<file path="src/sv/prtp_rot.sv">
`timescale 1ns / 1ps

module prtp_rot #(
  parameter int COORD_BITS     = 16,
  parameter int TRIG_FRAC_BITS = 14
) (
  input  logic                             clk,
  input  logic                             rst_n,
  input  logic                             vld_i,
  input  logic signed [COORD_BITS-1:0]     a_i,
  input  logic signed [COORD_BITS-1:0]     b_i,
  input  logic signed [TRIG_FRAC_BITS+1:0] cos_i,
  input  logic signed [TRIG_FRAC_BITS+1:0] sin_i,
  output logic                             vld_o,
  output logic signed [COORD_BITS-1:0]     p_o,
  output logic signed [COORD_BITS-1:0]     q_o
);

  // p = a*cos + b*sin and q = b*cos - a*sin, each rounded and saturated.
  localparam int TW = TRIG_FRAC_BITS + 2;
  localparam int PW = COORD_BITS + TW;
  localparam int SW = PW + 1;
  localparam int QW = SW - TRIG_FRAC_BITS;
  localparam logic signed [SW-1:0] HALF =
    {{(SW - TRIG_FRAC_BITS){1'b0}}, 1'b1, {(TRIG_FRAC_BITS - 1){1'b0}}};

  function automatic logic signed [COORD_BITS-1:0] round_sat(
    input logic signed [SW-1:0] s
  );
    logic signed [SW-1:0] w;
    logic [QW-1:0]        q;
    logic [COORD_BITS-1:0] res;
    w = s + HALF;
    q = w[SW-1:TRIG_FRAC_BITS];
    if (q[QW-1:COORD_BITS-1] == {(QW - COORD_BITS + 1){q[QW-1]}}) begin
      res = q[COORD_BITS-1:0];
    end else if (q[QW-1]) begin
      res = {1'b1, {(COORD_BITS - 1){1'b0}}};
    end else begin
      res = {1'b0, {(COORD_BITS - 1){1'b1}}};
    end
    return $signed(res);
  endfunction

  logic                 vld1_r;
  logic                 vld2_r;
  logic signed [PW-1:0] pac_r;
  logic signed [PW-1:0] pbs_r;
  logic signed [PW-1:0] pbc_r;
  logic signed [PW-1:0] pas_r;
  logic signed [SW-1:0] sum_p;
  logic signed [SW-1:0] sum_q;
  logic signed [COORD_BITS-1:0] p_r;
  logic signed [COORD_BITS-1:0] q_r;

  always_ff @(posedge clk) begin
    if (!rst_n) begin
      vld1_r <= 1'b0;
      vld2_r <= 1'b0;
    end else begin
      vld1_r <= vld_i;
      vld2_r <= vld1_r;
    end
  end

  always_ff @(posedge clk) begin
    pac_r <= PW'(a_i) * PW'(cos_i);
    pbs_r <= PW'(b_i) * PW'(sin_i);
    pbc_r <= PW'(b_i) * PW'(cos_i);
    pas_r <= PW'(a_i) * PW'(sin_i);
  end

  assign sum_p = SW'(pac_r) + SW'(pbs_r);
  assign sum_q = SW'(pbc_r) - SW'(pas_r);

  always_ff @(posedge clk) begin
    p_r <= round_sat(sum_p);
    q_r <= round_sat(sum_q);
  end

  assign vld_o = vld2_r;
  assign p_o   = p_r;
  assign q_o   = q_r;

endmodule

</file>
<file path="config.mk">
export PLATFORM = sky130hd
export DESIGN_NAME = prtp_rot
export DESIGN_NICKNAME = d
export VERILOG_FILES = /design/src/sv/prtp_rot.sv
export SDC_FILE = /design/constraint.sdc
export NUM_CORES = 2
export LEC_CHECK = 0
export BUFFER_PORTS_ARGS = -buffer_cell sky130_fd_sc_hd__buf_2
export CORE_MARGIN = 2
export CORE_UTILIZATION = 71
export CTS_BUF_LIST = sky130_fd_sc_hd__clkbuf_8
export DETAILED_ROUTE_END_ITERATION = 8
export PLACE_DENSITY = 0.95
export RECOVER_POWER = 25
export SYNTH_ARGS = -nofsm -noshare
export SYNTH_HDL_FRONTEND = slang
export SYNTH_SLANG_ARGS = --single-unit
</file>
<file path="constraint.sdc">
create_clock -name clk -period 10.9 [get_ports clk]
set_input_delay 1.09 -clock clk [delete_from_list [all_inputs] [get_ports clk]]
set_output_delay 1.09 -clock clk [all_outputs]
set_load 0.02 [all_outputs]
</file>
==> key figures <==
Status
  • Outcome: finished with violations
  • Failing checks: DRC, capacitance limit, slew limit

Clock network
  • Post-CTS Hold Buffers: 0
  • Clock transition at path regs: 0.10 ns
  • H-tree depth: 4
  • Root buf cell: clkbuf_8
  • CTS Buffer Depth: 2
  • Post-CTS sizing: 0
  • CTS buffer count: 17
  • CTS tree: built
  • # clock sinks: 162
  • Clk_lat worst skew: 0.59 ns
  • Post-CTS setup buffer count: 0

Drt
  • DRT Pass-1 Iters: 9
  • Avg WL per Cell: 20.15 microns
  • Detailed Route WL: 116.0 mm
  • DRC: 2
  • Via count: 34.86k
  • Vias/cell: 6.057
  • First DRT Iteration DRCs: 3510
  • Antenna-violating nets left: 0

Synth
  • Synth Area in Compound Gates: 6.504%
  • Async SR Flop Fraction: 0%
  • Syn nets: 6515
  • Post-synth EDFFs: 0
  • Sequential fraction of the synthesis area: 7.042%
  • Dominant synthesized flop cell: dfxtp_1
  • Top cell type's share of synthesized area: 45.55%
  • Synth Cell Area: 0.04606 sq mm
  • Yosys top cell by area: fa_1
  • Syn_area_per_cell: 9.304 sq um
  • Yosys cell types: 67
  • Post-synthesis xor/xnor area fraction: 3.423%
  • Mux contribution to synthesized area: 0.06792%
  • Synth top area cells: fa_1 46%, ha_1 12%, inv_1 9.6%
  • Synth Area in Adders: 57.78%
  • Yosys warning total: 0
  • Synth Area in Simple Gates: 13.89%
  • Largest family of logic cells by synthesized area: adder cells
  • Synthesized flop and latch total: 162
  • Syn Inst Count: 4950

STA
  • Setup violations, final: 0
  • Fin crit period: 8.109 ns
  • Slew headroom: -41.37%
  • Setup Total Neg Slack: 0 ns
  • Max Clk Rate: 123.3 MHz
  • Fin crit share: 74.39%
  • Worst-Margin Slew: 2.121 ns
  • Pins Over Slew Limit: 66
  • Final Hold Fails: 0
  • RSZ-0062 raised after global routing: false
  • Clk_skew: 0.02196 ns

Global routing
  • Initial antenna violation count: 14
  • Vias in the first global route: 39.73k
  • Gr usage total: 36.60%
  • Global route overflow: 0
  • First-pass GRT wire length: 192.1 mm
  • Largest net degree at the start of global routing: 33

Setup path
  • RR Startpoint: pac_r[5]
  • Worst setup path end: pas_r[31]
  • CP Data Required Time: 11.42 ns
  • Critical Path End Type: register
  • Largest fanout on the critical path: 32
  • Crit start category: input port
  • Worst Setup SP: a_i[0]
  • Worst reg-to-reg path cell count: 12
  • Internal reg-to-reg setup slack: 6.74 ns
  • Crit path arrival time: 8.63 ns
  • Critical path class: input port to register
  • R2R Path End: p_o[1]

Finish
  • Most frequent cells in the layout: 1183 x inv_1, 1048 x fa_1, 528 x nand2_1, 495 x and2_1, 450 x ha_1
  • Area growth syn-to-layout: 2.741%
  • Nets: 6440
  • Layout cells sized above 1: 2.619%
  • Most common cell after layout, fill and taps aside: inv_1

Die
  • Starting density of the core: 71.57%
  • Io pins: 100
  • Core area: 0.06435 sq mm
  • Cell Rows: 93
  • DIE AREA: 0.06692 sq mm
  • Die width: 258.7 microns
  • Chip height: 258.7 microns

Placed design
  • Post-DP HPWL: 87.34 mm
  • GPL Wtd Cong: 0.9306
  • IO Port Bufs: 99

Hold path
  • HP Class: register to register

Flow run
  • MaxCap Viol Count: 2
==> metal layers <==
metal / GRT usage (%) / share of wire (%) / vias up
met5: 0 / 0.018 / -
met4: 25.56 / 8.0 / 4
met3: 8.852 / 11 / 736
met2: 59.20 / 48 / 2415
met1: 43.35 / 33 / 17149
li1: - / - / 14554
==> critical path, stage by stage <==
cell      delay (ns)
clkbuf_1        1.33
nand2b_1        0.42
fa_1            0.49
fa_1            0.49
inv_1           0.05
fa_1            0.49
fa_1            0.42
fa_1            0.48
inv_1           0.05
fa_1            0.47
inv_1           0.05
ha_1            0.38
and3_1          0.24
a221o_1         0.33
a21o_1          0.18
a21oi_1         0.13
o41ai_1         0.11
a21oi_1         0.56
o21ai_1         0.21
a41o_1          0.32
o22ai_1         0.19
xnor2_1         0.14
==> registers in the layout, indices dropped and copies added, names as in the netlist <==
| register | flops |
|---|---|
| pac_r | 32 |
| pbc_r | 32 |
| vld1_r | 1 |
| vld_o | 1 |
| pbs_r | 32 |
| pas_r | 32 |
| q_o | 16 |
| p_o | 16 |
==> worst min-delay path by stage <==
| stage | from | to | slack (ns) | cells after the start |
|---|---|---|---|---|
| floorplan | vld1_r | vld_o | 0.41 | 1 |
| global placement | vld1_r | vld_o | 0.42 | 1 |
| detailed placement | vld1_r | vld_o | 0.42 | 1 |
| CTS | vld1_r | vld_o | 0.45 | 1 |
| global route | vld1_r | vld_o | 0.46 | 1 |
| finish | vld1_r | vld_o | 0.44 | 1 |
==> cells by family after synthesis <==
family,count (synthesis)
fa+ha+maj,1498
buf+inv,1384
simple gates,1281
compound gates,442
xor+xnor,180
flops,162
mux,3
==> final cells by class <==
type | instances | area (sq um)
antenna | 12 | 30.03
clock buffer | 18 | 247.7
clock inverter | 14 | 163.9
fill | 3897 | 17030
inverter | 1183 | 4441
multi-input combinational | 3404 | 37610
sequential | 162 | 3243
tap | 855 | 1070
timing repair buffer | 107 | 511.7
==> through the flow <==
step	instance area [sq um]	setup slack [ns]	util (%)	cells	hold slack, ns
2_1_floorplan	46060	4.016	-	4950	0.4118
3_3_place_gp	46920	3.016	72.92	5711	0.4155
3_5_place_dp	46920	2.740	72.92	5711	0.4240
4_1_cts	47330	3.354	73.56	5743	0.4473
5_1_grt	47320	2.403	73.53	5755	0.4612
6_report	47320	2.791	73.53	5755	0.4435
==> cell usage after synthesis, types with 58 or more instances <==
master and count:
nor2_1 116, dfxtp_1 162, nand2_1 528, clkbuf_1 196
xor2_1 58, xnor2_1 122, ha_1 450, fa_1 1048
a21o_1 117, a21oi_1 123, inv_1 1183, and2_1 505
Power is left out: the tool's default activity adds up to more than one toggle a clock period on the data nets, which glitch-free logic cannot reach.
